<file path="config.mk">
export PLATFORM = sky130hd
export DESIGN_NAME = hsv_to_rgb565_converter
export DESIGN_NICKNAME = d
export VERILOG_FILES = /design/src/rtl/hsv2rgb_pkg.sv /design/src/rtl/hsv2rgb_hue.sv /design/src/rtl/hsv2rgb_mix.sv /design/src/rtl/hsv2rgb_scale.sv /design/src/rtl/hsv_to_rgb565_converter.sv
export VERILOG_INCLUDE_DIRS = /design/src /design/src/rtl
export SDC_FILE = /design/constraint.sdc
export NUM_CORES = 2
export LEC_CHECK = 0
export CAP_MARGIN = 20
export CORE_MARGIN = 2
export CORE_UTILIZATION = 55
export CTS_CLUSTER_DIAMETER = 120
export DETAILED_ROUTE_END_ITERATION = 7
export DONT_BUFFER_PORTS = 1
export GPL_TIMING_DRIVEN = 0
export PLACE_DENSITY = 0.82
export SLEW_MARGIN = 20
export SYNTH_ARGS = -nofsm -noshare
export SYNTH_HDL_FRONTEND = slang
export SYNTH_SLANG_ARGS = --single-unit
</file>
<file path="constraint.sdc">
create_clock -name i_clk -period 11.7 [get_ports i_clk]
set_input_delay 3.51 -clock i_clk [delete_from_list [all_inputs] [get_ports i_clk]]
set_output_delay 3.51 -clock i_clk [all_outputs]
set_load 0.02 [all_outputs]
</file>
<file path="src/rtl/assert_macros.svh">
// Assertion macros shared by the converter RTL.
`ifndef ASSERT_MACROS_SVH
`define ASSERT_MACROS_SVH

// Condition must hold on every clock out of reset.
`define HSV_ASSERT_ALWAYS(label, expr) \
    label: assert property (@(posedge i_clk) disable iff (!i_rst_n) (expr)) \
        else $error("hsv2rgb check failed");

// Consequent must hold in the same cycle as the antecedent.
`define HSV_ASSERT_IMPL(label, ante, cons) \
    label: assert property (@(posedge i_clk) disable iff (!i_rst_n) (ante) |-> (cons)) \
        else $error("hsv2rgb check failed");

// Consequent must hold in the cycle after the antecedent.
`define HSV_ASSERT_NEXT(label, ante, cons) \
    label: assert property (@(posedge i_clk) disable iff (!i_rst_n) (ante) |=> (cons)) \
        else $error("hsv2rgb check failed");

`endif

</file>
<file path="src/rtl/hsv2rgb_pkg.sv">
// Shared types, constants and fixed-point helpers for the HSV to RGB565 converter.
package hsv2rgb_pkg;

    localparam int IN_W       = 16;
    localparam int FULL_SCALE = (1 << IN_W) - 1;
    localparam int FRAC_BITS  = 16;
    localparam int HUE_CIRCLE = 360;
    localparam int SECTOR_DEG = 60;
    localparam int RB_MAX     = 31;
    localparam int G_MAX      = 63;
    localparam int RB_W       = 5;
    localparam int G_W        = 6;
    localparam int PROD_W     = 2 * IN_W;

    // Hue / 360 by reciprocal: estimate is exact or one low.
    localparam int RECIP_SHIFT = 24;
    localparam int RECIP_360   = (1 << RECIP_SHIFT) / HUE_CIRCLE;
    localparam int QE_W        = $clog2(FULL_SCALE / HUE_CIRCLE + 1);
    localparam int H_W         = $clog2(HUE_CIRCLE);
    localparam int REM_W       = $clog2(SECTOR_DEG);

    typedef enum logic [2:0] {
        SEC_RED_YEL,
        SEC_YEL_GRN,
        SEC_GRN_CYN,
        SEC_CYN_BLU,
        SEC_BLU_MAG,
        SEC_MAG_RED
    } t_sector;

    typedef logic [SECTOR_DEG-1:0][FRAC_BITS-1:0] t_frac_tab;

    // Sector fraction floor(rem * 2^FRAC_BITS / 60), built at elaboration.
    function automatic t_frac_tab f_frac_tab();
        t_frac_tab tab;
        longint    num;
        for (int i = 0; i < SECTOR_DEG; i++) begin
            num    = longint'(i) << FRAC_BITS;
            tab[i] = FRAC_BITS'(num / SECTOR_DEG);
        end
        return tab;
    endfunction

    localparam t_frac_tab FRAC_TAB = f_frac_tab();

    // floor(x / 65535) for x <= 65535^2: x = 65536a + b gives a + (a + b >= 65535).
    function automatic logic [IN_W-1:0] f_div_full(input logic [PROD_W-1:0] x);
        logic [IN_W:0] sum;
        sum = {1'b0, x[PROD_W-1:IN_W]} + {1'b0, x[IN_W-1:0]};
        return x[PROD_W-1:IN_W] + {{(IN_W-1){1'b0}}, (sum >= (IN_W+1)'(FULL_SCALE))};
    endfunction

    typedef struct packed {
        logic                 vld;
        t_sector              sector;
        logic [FRAC_BITS-1:0] frac;
        logic [IN_W-1:0]      sat;
        logic [IN_W-1:0]      bright;
        logic [IN_W-1:0]      p;
    } t_sec;

    typedef struct packed {
        logic            vld;
        logic [IN_W-1:0] red;
        logic [IN_W-1:0] green;
        logic [IN_W-1:0] blue;
    } t_rgb;

endpackage

</file>
<file path="src/rtl/hsv2rgb_hue.sv">
// Stages 1-3: hue mod 360, sector and sector fraction, p = V(1-S).
module hsv2rgb_hue (
    input  logic                                i_clk,
    input  logic                                i_rst_n,
    input  logic                                i_valid,
    input  logic [hsv2rgb_pkg::IN_W-1:0]        i_hue_deg,
    input  logic [hsv2rgb_pkg::IN_W-1:0]        i_sat_frac,
    input  logic [hsv2rgb_pkg::IN_W-1:0]        i_bright_frac,
    input  logic                                i_take,
    output logic                                o_take,
    output hsv2rgb_pkg::t_sec                   o_sec
);

    localparam int SD = hsv2rgb_pkg::SECTOR_DEG;

    logic en1, en2, en3;

    // stage 1
    logic                                r_vld1;
    logic [hsv2rgb_pkg::IN_W-1:0]        r_hue1, r_sat1, r_bright1;
    logic [hsv2rgb_pkg::QE_W-1:0]        r_qe1, n_qe1;
    logic [hsv2rgb_pkg::PROD_W-1:0]      r_pprod1, n_pprod1;
    logic [hsv2rgb_pkg::PROD_W-1:0]      qe_prod;

    // stage 2
    logic                                r_vld2;
    logic [hsv2rgb_pkg::H_W-1:0]         r_h2, n_h2;
    logic [hsv2rgb_pkg::IN_W-1:0]        r_sat2, r_bright2, r_p2;
    logic [hsv2rgb_pkg::IN_W:0]          mul360, hdiff;
    logic [hsv2rgb_pkg::H_W:0]           h_raw;

    // stage 3
    logic                                r_vld3;
    hsv2rgb_pkg::t_sector                r_sector3, n_sector3;
    logic [hsv2rgb_pkg::FRAC_BITS-1:0]   r_frac3, n_frac3;
    logic [hsv2rgb_pkg::IN_W-1:0]        r_sat3, r_bright3, r_p3;
    logic [hsv2rgb_pkg::H_W-1:0]         base;
    logic [hsv2rgb_pkg::H_W-1:0]         hoff;
    logic [hsv2rgb_pkg::REM_W-1:0]       rem;

    assign en3    = !r_vld3 || i_take;
    assign en2    = !r_vld2 || en3;
    assign en1    = !r_vld1 || en2;
    assign o_take = en1;

    always_comb begin
        qe_prod  = hsv2rgb_pkg::PROD_W'(i_hue_deg)
                 * hsv2rgb_pkg::PROD_W'(hsv2rgb_pkg::RECIP_360);
        n_qe1    = hsv2rgb_pkg::QE_W'(qe_prod >> hsv2rgb_pkg::RECIP_SHIFT);
        n_pprod1 = hsv2rgb_pkg::PROD_W'(i_bright_frac)
                 * hsv2rgb_pkg::PROD_W'(hsv2rgb_pkg::IN_W'(hsv2rgb_pkg::FULL_SCALE) - i_sat_frac);
    end

    // reciprocal estimate leaves h in [0, 720): one conditional subtract
    always_comb begin
        mul360 = (hsv2rgb_pkg::IN_W+1)'(r_qe1) * (hsv2rgb_pkg::IN_W+1)'(hsv2rgb_pkg::HUE_CIRCLE);
        hdiff  = {1'b0, r_hue1} - mul360;
        h_raw  = hdiff[hsv2rgb_pkg::H_W:0];
        if (h_raw >= (hsv2rgb_pkg::H_W+1)'(hsv2rgb_pkg::HUE_CIRCLE)) begin
            n_h2 = hsv2rgb_pkg::H_W'(h_raw - (hsv2rgb_pkg::H_W+1)'(hsv2rgb_pkg::HUE_CIRCLE));
        end else begin
            n_h2 = hsv2rgb_pkg::H_W'(h_raw);
        end
    end

    always_comb begin
        case (r_h2) inside
            [0:SD-1]: begin
                n_sector3 = hsv2rgb_pkg::SEC_RED_YEL;
                base      = hsv2rgb_pkg::H_W'(0);
            end
            [SD:2*SD-1]: begin
                n_sector3 = hsv2rgb_pkg::SEC_YEL_GRN;
                base      = hsv2rgb_pkg::H_W'(SD);
            end
            [2*SD:3*SD-1]: begin
                n_sector3 = hsv2rgb_pkg::SEC_GRN_CYN;
                base      = hsv2rgb_pkg::H_W'(2*SD);
            end
            [3*SD:4*SD-1]: begin
                n_sector3 = hsv2rgb_pkg::SEC_CYN_BLU;
                base      = hsv2rgb_pkg::H_W'(3*SD);
            end
            [4*SD:5*SD-1]: begin
                n_sector3 = hsv2rgb_pkg::SEC_BLU_MAG;
                base      = hsv2rgb_pkg::H_W'(4*SD);
            end
            default: begin
                n_sector3 = hsv2rgb_pkg::SEC_MAG_RED;
                base      = hsv2rgb_pkg::H_W'(5*SD);
            end
        endcase
        hoff    = r_h2 - base;
        rem     = hoff[hsv2rgb_pkg::REM_W-1:0];
        n_frac3 = hsv2rgb_pkg::FRAC_TAB[rem];
    end

    always_ff @(posedge i_clk) begin
        if (!i_rst_n) begin
            r_vld1 <= 1'b0;
            r_vld2 <= 1'b0;
            r_vld3 <= 1'b0;
        end else begin
            if (en1) r_vld1 <= i_valid;
            if (en2) r_vld2 <= r_vld1;
            if (en3) r_vld3 <= r_vld2;
        end
    end

    always_ff @(posedge i_clk) begin
        if (en1) begin
            r_hue1    <= i_hue_deg;
            r_sat1    <= i_sat_frac;
            r_bright1 <= i_bright_frac;
            r_qe1     <= n_qe1;
            r_pprod1  <= n_pprod1;
        end
        if (en2) begin
            r_h2      <= n_h2;
            r_sat2    <= r_sat1;
            r_bright2 <= r_bright1;
            r_p2      <= hsv2rgb_pkg::f_div_full(r_pprod1);
        end
        if (en3) begin
            r_sector3 <= n_sector3;
            r_frac3   <= n_frac3;
            r_sat3    <= r_sat2;
            r_bright3 <= r_bright2;
            r_p3      <= r_p2;
        end
    end

    assign o_sec.vld    = r_vld3;
    assign o_sec.sector = r_sector3;
    assign o_sec.frac   = r_frac3;
    assign o_sec.sat    = r_sat3;
    assign o_sec.bright = r_bright3;
    assign o_sec.p      = r_p3;

endmodule

</file>
<file path="src/rtl/hsv2rgb_mix.sv">
// Stages 4-6: sf/sg, q and t, and the six-way channel assignment.
module hsv2rgb_mix (
    input  logic                i_clk,
    input  logic                i_rst_n,
    input  hsv2rgb_pkg::t_sec   i_sec,
    input  logic                i_take,
    output logic                o_take,
    output hsv2rgb_pkg::t_rgb   o_rgb
);

    localparam int W  = hsv2rgb_pkg::IN_W;
    localparam int FB = hsv2rgb_pkg::FRAC_BITS;

    logic en4, en5, en6;

    // stage 4
    logic                     r_vld4;
    hsv2rgb_pkg::t_sector     r_sector4;
    logic [W-1:0]             r_sf4, r_sg4, r_bright4, r_p4;
    logic [W+FB-1:0]          sf_prod;
    logic [W+FB:0]            sg_prod;
    logic [FB:0]              frac_c;

    // stage 5
    logic                     r_vld5;
    hsv2rgb_pkg::t_sector     r_sector5;
    logic [W-1:0]             r_bright5, r_p5;
    logic [hsv2rgb_pkg::PROD_W-1:0] r_qprod5, r_tprod5, n_qprod5, n_tprod5;

    // stage 6
    logic                     r_vld6;
    logic [W-1:0]             r_red6, r_green6, r_blue6;
    logic [W-1:0]             n_red6, n_green6, n_blue6;
    logic [W-1:0]             qv, tv;

    assign en6    = !r_vld6 || i_take;
    assign en5    = !r_vld5 || en6;
    assign en4    = !r_vld4 || en5;
    assign o_take = en4;

    always_comb begin
        frac_c  = (FB+1)'(1 << FB) - {1'b0, i_sec.frac};
        sf_prod = (W+FB)'(i_sec.sat) * (W+FB)'(i_sec.frac);
        sg_prod = (W+FB+1)'(i_sec.sat) * (W+FB+1)'(frac_c);
    end

    always_comb begin
        n_qprod5 = hsv2rgb_pkg::PROD_W'(r_bright4)
                 * hsv2rgb_pkg::PROD_W'(W'(hsv2rgb_pkg::FULL_SCALE) - r_sf4);
        n_tprod5 = hsv2rgb_pkg::PROD_W'(r_bright4)
                 * hsv2rgb_pkg::PROD_W'(W'(hsv2rgb_pkg::FULL_SCALE) - r_sg4);
    end

    always_comb begin
        qv = hsv2rgb_pkg::f_div_full(r_qprod5);
        tv = hsv2rgb_pkg::f_div_full(r_tprod5);
        case (r_sector5)
            hsv2rgb_pkg::SEC_RED_YEL: begin
                n_red6 = r_bright5; n_green6 = tv;        n_blue6 = r_p5;
            end
            hsv2rgb_pkg::SEC_YEL_GRN: begin
                n_red6 = qv;        n_green6 = r_bright5; n_blue6 = r_p5;
            end
            hsv2rgb_pkg::SEC_GRN_CYN: begin
                n_red6 = r_p5;      n_green6 = r_bright5; n_blue6 = tv;
            end
            hsv2rgb_pkg::SEC_CYN_BLU: begin
                n_red6 = r_p5;      n_green6 = qv;        n_blue6 = r_bright5;
            end
            hsv2rgb_pkg::SEC_BLU_MAG: begin
                n_red6 = tv;        n_green6 = r_p5;      n_blue6 = r_bright5;
            end
            default: begin
                n_red6 = r_bright5; n_green6 = r_p5;      n_blue6 = qv;
            end
        endcase
    end

    always_ff @(posedge i_clk) begin
        if (!i_rst_n) begin
            r_vld4 <= 1'b0;
            r_vld5 <= 1'b0;
            r_vld6 <= 1'b0;
        end else begin
            if (en4) r_vld4 <= i_sec.vld;
            if (en5) r_vld5 <= r_vld4;
            if (en6) r_vld6 <= r_vld5;
        end
    end

    always_ff @(posedge i_clk) begin
        if (en4) begin
            r_sector4 <= i_sec.sector;
            r_sf4     <= sf_prod[FB +: W];
            r_sg4     <= sg_prod[FB +: W];
            r_bright4 <= i_sec.bright;
            r_p4      <= i_sec.p;
        end
        if (en5) begin
            r_sector5 <= r_sector4;
            r_bright5 <= r_bright4;
            r_p5      <= r_p4;
            r_qprod5  <= n_qprod5;
            r_tprod5  <= n_tprod5;
        end
        if (en6) begin
            r_red6   <= n_red6;
            r_green6 <= n_green6;
            r_blue6  <= n_blue6;
        end
    end

    assign o_rgb.vld   = r_vld6;
    assign o_rgb.red   = r_red6;
    assign o_rgb.green = r_green6;
    assign o_rgb.blue  = r_blue6;

endmodule

</file>
<file path="src/rtl/hsv2rgb_scale.sv">
// Stage 7: scale channels to 5/6/5 bits and hold the output register.
module hsv2rgb_scale (
    input  logic                             i_clk,
    input  logic                             i_rst_n,
    input  hsv2rgb_pkg::t_rgb                i_rgb,
    input  logic                             i_stall,
    output logic                             o_take,
    output logic                             o_valid,
    output logic [hsv2rgb_pkg::RB_W-1:0]     o_red_out,
    output logic [hsv2rgb_pkg::G_W-1:0]      o_green_out,
    output logic [hsv2rgb_pkg::RB_W-1:0]     o_blue_out
);

    localparam int PW = hsv2rgb_pkg::PROD_W;

    logic                            en7;
    logic                            r_vld7;
    logic [hsv2rgb_pkg::RB_W-1:0]    r_red7, r_blue7, n_red7, n_blue7;
    logic [hsv2rgb_pkg::G_W-1:0]     r_green7, n_green7;
    logic [hsv2rgb_pkg::IN_W-1:0]    red_q, green_q, blue_q;

    assign en7    = !r_vld7 || !i_stall;
    assign o_take = en7;

    // x * 31 and x * 63 are constant multiplies; then divide by full scale
    always_comb begin
        red_q    = hsv2rgb_pkg::f_div_full(PW'(i_rgb.red)   * PW'(hsv2rgb_pkg::RB_MAX));
        green_q  = hsv2rgb_pkg::f_div_full(PW'(i_rgb.green) * PW'(hsv2rgb_pkg::G_MAX));
        blue_q   = hsv2rgb_pkg::f_div_full(PW'(i_rgb.blue)  * PW'(hsv2rgb_pkg::RB_MAX));
        n_red7   = red_q[hsv2rgb_pkg::RB_W-1:0];
        n_green7 = green_q[hsv2rgb_pkg::G_W-1:0];
        n_blue7  = blue_q[hsv2rgb_pkg::RB_W-1:0];
    end

    always_ff @(posedge i_clk) begin
        if (!i_rst_n) begin
            r_vld7 <= 1'b0;
        end else if (en7) begin
            r_vld7 <= i_rgb.vld;
        end
    end

    always_ff @(posedge i_clk) begin
        if (en7) begin
            r_red7   <= n_red7;
            r_green7 <= n_green7;
            r_blue7  <= n_blue7;
        end
    end

    assign o_valid     = r_vld7;
    assign o_red_out   = r_red7;
    assign o_green_out = r_green7;
    assign o_blue_out  = r_blue7;

endmodule

</file>
<file path="src/rtl/hsv_to_rgb565_converter.sv">
// HSV to RGB565 converter top level: seven-stage pipeline, one pixel per clock when unstalled.
//
// Converts one hue/saturation/brightness request into one RGB565 pixel.
// Hue is any 16-bit value in degrees and is reduced modulo 360; saturation
// and brightness are unsigned fractions with 0xFFFF as 1.0. An accepted
// request moves through the seven register stages in order, and o_valid is
// the valid bit of the last stage. A new request is taken every clock while
// the output is not stalled; the pipeline holds up to 7 requests, one per
// register stage. In order, the stages and their registers compute the
// hue reciprocal and V(1-S), mod-360 fixup and the p divide, sector and
// fraction lookup, S*F products, V(1-sS) products, q/t divide and channel
// select, and the final 5/6/5 scaling.
// Stall on the output moves back stage by stage: an empty stage keeps
// filling, so o_stall rises only when every stage holds a request and
// i_stall is high. All products truncate; results can be one LSB below a
// floating-point conversion.
`include "assert_macros.svh"

module hsv_to_rgb565_converter (
    input  logic                             i_clk,
    input  logic                             i_rst_n,
    // request channel
    input  logic                             i_valid,
    output logic                             o_stall,
    input  logic [hsv2rgb_pkg::IN_W-1:0]     i_hue_deg,
    input  logic [hsv2rgb_pkg::IN_W-1:0]     i_sat_frac,
    input  logic [hsv2rgb_pkg::IN_W-1:0]     i_bright_frac,
    // pixel channel
    output logic                             o_valid,
    input  logic                             i_stall,
    output logic [hsv2rgb_pkg::RB_W-1:0]     o_red_out,
    output logic [hsv2rgb_pkg::G_W-1:0]      o_green_out,
    output logic [hsv2rgb_pkg::RB_W-1:0]     o_blue_out
);

    hsv2rgb_pkg::t_sec sec;
    hsv2rgb_pkg::t_rgb rgb;
    logic              take_hue;
    logic              take_mix;
    logic              take_scale;

    // Stages 1-3: hue reduction, sector/fraction, p.
    hsv2rgb_hue u_hue (
        .i_clk         (i_clk),
        .i_rst_n       (i_rst_n),
        .i_valid       (i_valid),
        .i_hue_deg     (i_hue_deg),
        .i_sat_frac    (i_sat_frac),
        .i_bright_frac (i_bright_frac),
        .i_take        (take_mix),
        .o_take        (take_hue),
        .o_sec         (sec)
    );

    // Stages 4-6: q, t and the sector-driven channel mapping.
    hsv2rgb_mix u_mix (
        .i_clk   (i_clk),
        .i_rst_n (i_rst_n),
        .i_sec   (sec),
        .i_take  (take_scale),
        .o_take  (take_mix),
        .o_rgb   (rgb)
    );

    // Stage 7: channel scaling into the output register.
    hsv2rgb_scale u_scale (
        .i_clk       (i_clk),
        .i_rst_n     (i_rst_n),
        .i_rgb       (rgb),
        .i_stall     (i_stall),
        .o_take      (take_scale),
        .o_valid     (o_valid),
        .o_red_out   (o_red_out),
        .o_green_out (o_green_out),
        .o_blue_out  (o_blue_out)
    );

    assign o_stall = !take_hue;

    // Input stalls only with the whole pipeline full behind a stalled output.
    `HSV_ASSERT_IMPL(a_stall_full, o_stall, sec.vld && rgb.vld && o_valid && i_stall)
    // p = V(1-S) never exceeds brightness.
    `HSV_ASSERT_ALWAYS(a_p_le_v, !sec.vld || (sec.p <= sec.bright))
    // A blocked mid-pipe request is not dropped.
    `HSV_ASSERT_NEXT(a_sec_hold, sec.vld && !take_mix, sec.vld)

endmodule

</file>
Word-level counts from Yosys, hierarchy flattened
Memories as Yosys holds them, arrays and structs flattened. A register that Yosys moved wholly into a read port is not among the register bits.
Cells that the tools add are included.
{"block": "totals", "ff_bits": 427, "mem_count": 1, "romBits": 1024}
{"memory": "(name not given)", "words": 64, "word_bits": 16, "rd": 1, "rd_clocked_by_memory_dff": 1, "wr": 0, "line": "hsv2rgb_hue.sv:95", "source": "n_frac3 = hsv2rgb_pkg::FRAC_TAB[rem];"}
{"block": "op_classes", "magnitude_cmp": 17, "mul": 10, "n_eq_ne": 4, "reduce_logical": 28, "muxes": 13, "add_sub_neg": 19}
{"op": "$pmux 16 s3", "count": 3}
{"op": "$ge 17x16->1 const B", "count": 6}
{"op": "$mul 16x32->32", "count": 3}
{"op": "$add 16x16->17", "count": 3}
{"op": "$sub 16x16->17 const A", "count": 3}
{"op": "$add 16x1->16", "count": 3}
{"op": "$mul 16x5->21 const B", "count": 2}
{"op": "$add 5x16->17", "count": 2}
{"op": "$mul 16x16->32", "count": 1}
{"op": "$mul 16x16->32 const B", "count": 1}
{"op": "$mul 16x17->32", "count": 1}
{"op": "$mux 6", "count": 4}
{"op": "$mul 16x6->22 const B", "count": 1}
{"op": "$ge 9x8->1 const B", "count": 2}
{"op": "$le 9x8->1 const B", "count": 2}
{"op": "$add 6x16->17", "count": 1}
{"op": "$sub 17x16->17 const A", "count": 1}
{"op": "$add 5x1->5", "count": 2}
{"op": "$ge 10x9->1 const B", "count": 1}
{"op": "$reduce_or 2->1", "count": 5}
{"op": "$sub 10x10->10", "count": 1}
{"op": "$ge 9x1->1 const B", "count": 1}
{"op": "$ge 9x6->1 const B", "count": 1}
{"op": "$ge 9x7->1 const B", "count": 1}
{"op": "other kinds (19)", "count": 40}

Depth between registers and ports, before layout
{"block": "depth", "word_depth": 9, "depth_mapped": 33}

By module
A second synthesis with hierarchy kept.
{"block": "unflattened", "cells_unflattened": 7421, "area_unflattened_um2": 73181.4}
{"mod": "hsv2rgb_mix", "area_per_inst_um2": 44261.2, "cells_each": 4639, "instances": 1, "seq_area_each_um2": 6486.2}
{"mod": "hsv2rgb_hue", "area_per_inst_um2": 20833.7, "cells_each": 1885, "instances": 1, "seq_area_each_um2": 5915.7}
{"mod": "hsv2rgb_scale", "area_per_inst_um2": 8082.8, "cells_each": 896, "instances": 1, "seq_area_each_um2": 500.5}
{"mod": "hsv_to_rgb565_converter", "area_per_inst_um2": 3.8, "cells_each": 1, "instances": 1, "seq_area_each_um2": 0.0}

Worst setup path before layout
No wires, ideal clock.
{"block": "synth_path", "path_kind": "input -> output", "from": "in i_stall", "to": "out o_stall", "stages": 5, "slack_ps": 1852, "required_time_ps": 8190, "t_arrival_ps": 6338, "cell_sequence": "and3_1 -> and3_1 -> and3_1 -> nand2_1 -> inv_1"}
{"block": "synth_between", "elab_chain_len": 9}
{"element": "start, declared", "line": "hsv_to_rgb565_converter.sv:30", "source": "input logic i_stall,"}
{"element": "$logic_not 1->1", "line": "hsv2rgb_scale.sv:22", "source": "assign en7 = !r_vld7 || !i_stall;"}
{"element": "$logic_or 1x1->1", "line": "hsv2rgb_scale.sv:22"}
{"element": "$logic_or 1x1->1", "line": "hsv2rgb_mix.sv:36", "source": "assign en6 = !r_vld6 || i_take;"}
{"element": "$logic_or 1x1->1", "line": "hsv2rgb_mix.sv:37", "source": "assign en5 = !r_vld5 || en6;"}
{"element": "$logic_or 1x1->1", "line": "hsv2rgb_mix.sv:38", "source": "assign en4 = !r_vld4 || en5;"}
{"element": "$logic_or 1x1->1", "line": "hsv2rgb_hue.sv:41", "source": "assign en3 = !r_vld3 || i_take;"}
{"element": "$logic_or 1x1->1", "line": "hsv2rgb_hue.sv:42", "source": "assign en2 = !r_vld2 || en3;"}
{"element": "$logic_or 1x1->1", "line": "hsv2rgb_hue.sv:43", "source": "assign en1 = !r_vld1 || en2;"}
{"element": "$logic_not 1->1", "line": "hsv_to_rgb565_converter.sv:78", "source": "assign o_stall = !take_hue;"}
{"element": "end, declared", "line": "hsv_to_rgb565_converter.sv:24", "source": "output logic o_stall,"}
No other way between the ends.

Final worst setup path
{"block": "layout_path", "from": "in i_bright_frac[4] (netlist name)", "to": "reg u_hue.r_pprod1[31] (netlist name), data pin"}
{"block": "layout_between", "elab_chain_len": 1}
{"element": "start, declared", "line": "hsv_to_rgb565_converter.sv:27", "source": "input logic [hsv2rgb_pkg::IN_W-1:0] i_bright_frac,"}
{"element": "$mul 16x32->32", "line": "hsv2rgb_hue.sv:51", "source": "* hsv2rgb_pkg::PROD_W'(hsv2rgb_pkg::IN_W'(hsv2rgb_pkg::FULL_SCALE) - i_sat_frac);"}
{"element": "net u_hue.n_pprod1, one bit", "line": "hsv2rgb_hue.sv:22", "source": "logic [hsv2rgb_pkg::PROD_W-1:0] r_pprod1, n_pprod1;"}
{"element": "end signal, assigned", "line": "hsv2rgb_hue.sv:116", "source": "r_pprod1 <= n_pprod1;"}
{"element": "end, declared", "line": "hsv2rgb_hue.sv:22"}
The timed path passes the listed nets, and every way through them passes these cells.
A chain may end at the register's enable or synchronous reset.

==> flow_summary.toml <==
[routing]
wl_met1_um = 72800
wl_met3_um = 13900
dr.pass1.iters = 7
ant_nets = 0
drcViolationCount = 0
viasPerCell = 5.59
wire_per_inst_um = 20.2
top_layer = "met5"
drtIter0Drc = 3328
num_vias = 49300
wl_met2_um = 84200
wirelength_um = 178000

[synth]
synthArstFlopShare = 0
synth_top_area_frac = 0.329
synth_area_sq_mm = 0.0709
ys_top_cells_by_area = "fa_1 33%, edfxtp_1 18%, ha_1 14%"
synth-seq-cells = 432
ys.flop_type = "edfxtp_1"
synth.avg_cell_area_sq_um = 10.1
synth_edf_count = 425
ys_seq_area_frac = 0.182
synth_cells = 7049
synth_nets = 9076
synth_top_area_cell = "fa_1"
yosysWarnings = 0
ys_types = 95

[worst_setup_path]
r2r.worst_path.cells = 29
worstPathCellList = "clkbuf_1 -> nand2b_1 -> fa_1 -> inv_1 -> fa_1 -> fa_1 -> fa_1 -> inv_1 -> fa_1 -> inv_1 -> fa_1 -> ha_1 -> a21o_1 -> a21o_1 -> a21oi_1 -> o21ai_0 -> a22o_1 -> a311oi_1 -> o21ai_0 -> a21boi_0 -> nor2_1 -> a211oi_1"
cp_slowest_stage_delay_ns = 0.59
r2r_end = "u_mix.r_sg4[15]$_DFFE_PP_"
r2r-start = "u_hue.r_frac3[13]$_DFFE_PP_"
cp_max_fo = 10
end_kind = "flop"
cp_common_cell = "fa_1"
critPathLaunchType = "input pin"
ff2ff_setup_slack_ns = 2.19
criticalPathCategory = "in -> reg"
slowest_stage = "clkbuf_1"
crit_arrival_ns = 10.22
cp.required_ns = 12.15

[finish]
drive_gt1_frac = 0.0235
reg_top3 = "u_hue.r_pprod1 (32), u_mix.r_qprod5 (32), u_mix.r_tprod5 (32)"
nNetsFinal = 9133
num-fill-cells = 10500
area_growth_pct = 5.55

[place]
gp_congestion = 0.991
dpl.hpwl_um = 148000
portBuffers = 0

[die]
start_util = 0.555
rows = 131
dieArea_sq_mm = 0.132
io_pins = 70
core_sq_mm = 0.128
die_y_um = 363
die_w_um = 363

[sta]
worst_pin_slew_ns = 1.06
fmax_mhz = 102
setup_viol = 0
fin_crit_sh = 0.835
final-hold-violation-count = 0
relSlewSlack = 0.286
layout_min_cycle_time_ns = 9.77
tns_ns = 0
skew_ns = 0.0446
hold_slack_ns = 0.398
rsz0062_at_grt = "no"
report.final.slew_viol_count = 0

[worst_hold_path]
min_path_type = "reg -> reg"
worstHoldEndpoint = "u_mix.r_sector5[1]$_DFFE_PP_"
hold_start = "u_mix.r_sector4[1]$_DFFE_PP_"
whs_path_depth = 0

[global_route]
grt_max_degree = 59
grt_pass1_wl_um = 287000
gr-total-overflow = 0
grt_use_total = 0.279
antenna_found_initial = 5
grt_pass1_vias = 52900

[status]
status = "finished, final reports clean"

[clock_network]
post_cts_resized = 0
ctsHoldBuffers = 0
cts_tree = "built"
cts-htree-levels = 2
post-cts-setup-buffers = 0
clk_pin_slew_ns = 0.07
clock_latency_ns = 0.67
clock-sinks = 432
cts_root_buf = "clkbuf_16"
cts_made_buffers = 49
clockBufferDepth = 3

[job]
drv_cap = 0
## how the worst max path moves through the flow
stage                     startpoint                           end  slack [ns]  cells after the start
CTS                 i_bright_frac[4]  u_hue.r_pprod1[31]$_DFFE_PN_        1.95                     22
finish              i_bright_frac[4]  u_hue.r_pprod1[31]$_DFFE_PN_        1.93                     22
floorplan                    i_stall                       o_stall        1.85                      5
global placement             i_stall                       o_stall        0.82                      5
detailed placement  i_bright_frac[4]  u_hue.r_pprod1[31]$_DFFE_PN_        1.31                     22
global route        i_bright_frac[4]  u_hue.r_pprod1[31]$_DFFE_PN_        1.63                     22
## cells in the final DEF (no fill, tap or decap), types with 136 or more instances in the layout
master,netlist,final
clkbuf_1,185,188
edfxtp_1,425,425
nand2b_1,522,522
a21oi_1,219,219
xnor2_1,187,187
inv_1,1590,1587
and2_1,136,136
nand2_1,325,322
nor2b_1,297,297
ha_1,810,810
fa_1,1165,1165
nor2_1,199,199
## cells by family (layout without fill, tap and decap cells)
family / Yosys count / after routing / synth area share
and+or+nand+nor: 1784 / 1784 / 0.138
muxes: 47 / 47 / 0.00713
xor gates and xnor gates: 288 / 288 / 0.0370
DFF: 432 / 432 / 0.182
AOI/OAI and AO/OA: 740 / 740 / 0.0689
buffers and inverters: 1782 / 1878 / 0.0945
other: 0 / 3 / 0
adders and majority gates: 1976 / 1976 / 0.472
## cells in the mapped netlist, drive strengths merged, types with 25 or more instances
cell type,n
and2,136
mux2i,28
a21oi,219
fa,1165
o211ai,25
nor2b,299
edfxtp,425
nand2,325
o21a,43
a211oi,44
nand4,28
xnor2,187
o21bai,30
nand3,73
nand2b,523
ha,810
xor2,94
clkbuf,185
nor2,199
a21o,85
o21ai,129
inv,1591
nor3,73
and3,38
a31oi,35
## final cells by class
type                       instances  area (sq um)  share of cell area
timing repair buffer               6           158             0.00211
clock buffer                      52          1240              0.0165
inverter                        1591          5980              0.0799
antenna                            3          7.51            0.000100
multi-input combinational       4835         51300               0.686
tap                             1662          2080              0.0278
clock inverter                    38           422             0.00564
buffer                           191           724             0.00969
sequential                       432         12900               0.172
## worst max-delay path: cells and delay by family
| kind | cells | cell delay, ns |
|---|---|---|
| AOI/OAI and AO/OA | 9 | 2.35 |
| adders and majority gates | 7 | 3.33 |
| buffers and inverters | 4 | 0.74 |
| and+or+nand+nor | 2 | 0.27 |
## through the flow
| stage | utilization | std cells | setup WS (ns) | area [sq um] |
|---|---|---|---|---|
| 2_1_floorplan | - | 7049 | 1.85 | 70900 |
| 3_3_place_gp | 0.571 | 8711 | 0.819 | 72900 |
| 3_5_place_dp | 0.573 | 8717 | 1.31 | 73100 |
| 4_1_cts | 0.586 | 8807 | 1.95 | 74800 |
| 5_1_grt | 0.586 | 8807 | 1.63 | 74800 |
| 6_report | 0.586 | 8810 | 1.93 | 74800 |
## layer usage
| metal | up-vias | global-route usage |
|---|---|---|
| met5 | - | 0 |
| met4 | 8 | 0.103 |
| met3 | 408 | 0.0496 |
| met2 | 1801 | 0.464 |
| met1 | 24700 | 0.365 |
| li1 | 22400 | - |
Power is left out: the tool's default activity adds up to more than one toggle a clock period on the data nets, which glitch-free logic cannot reach.
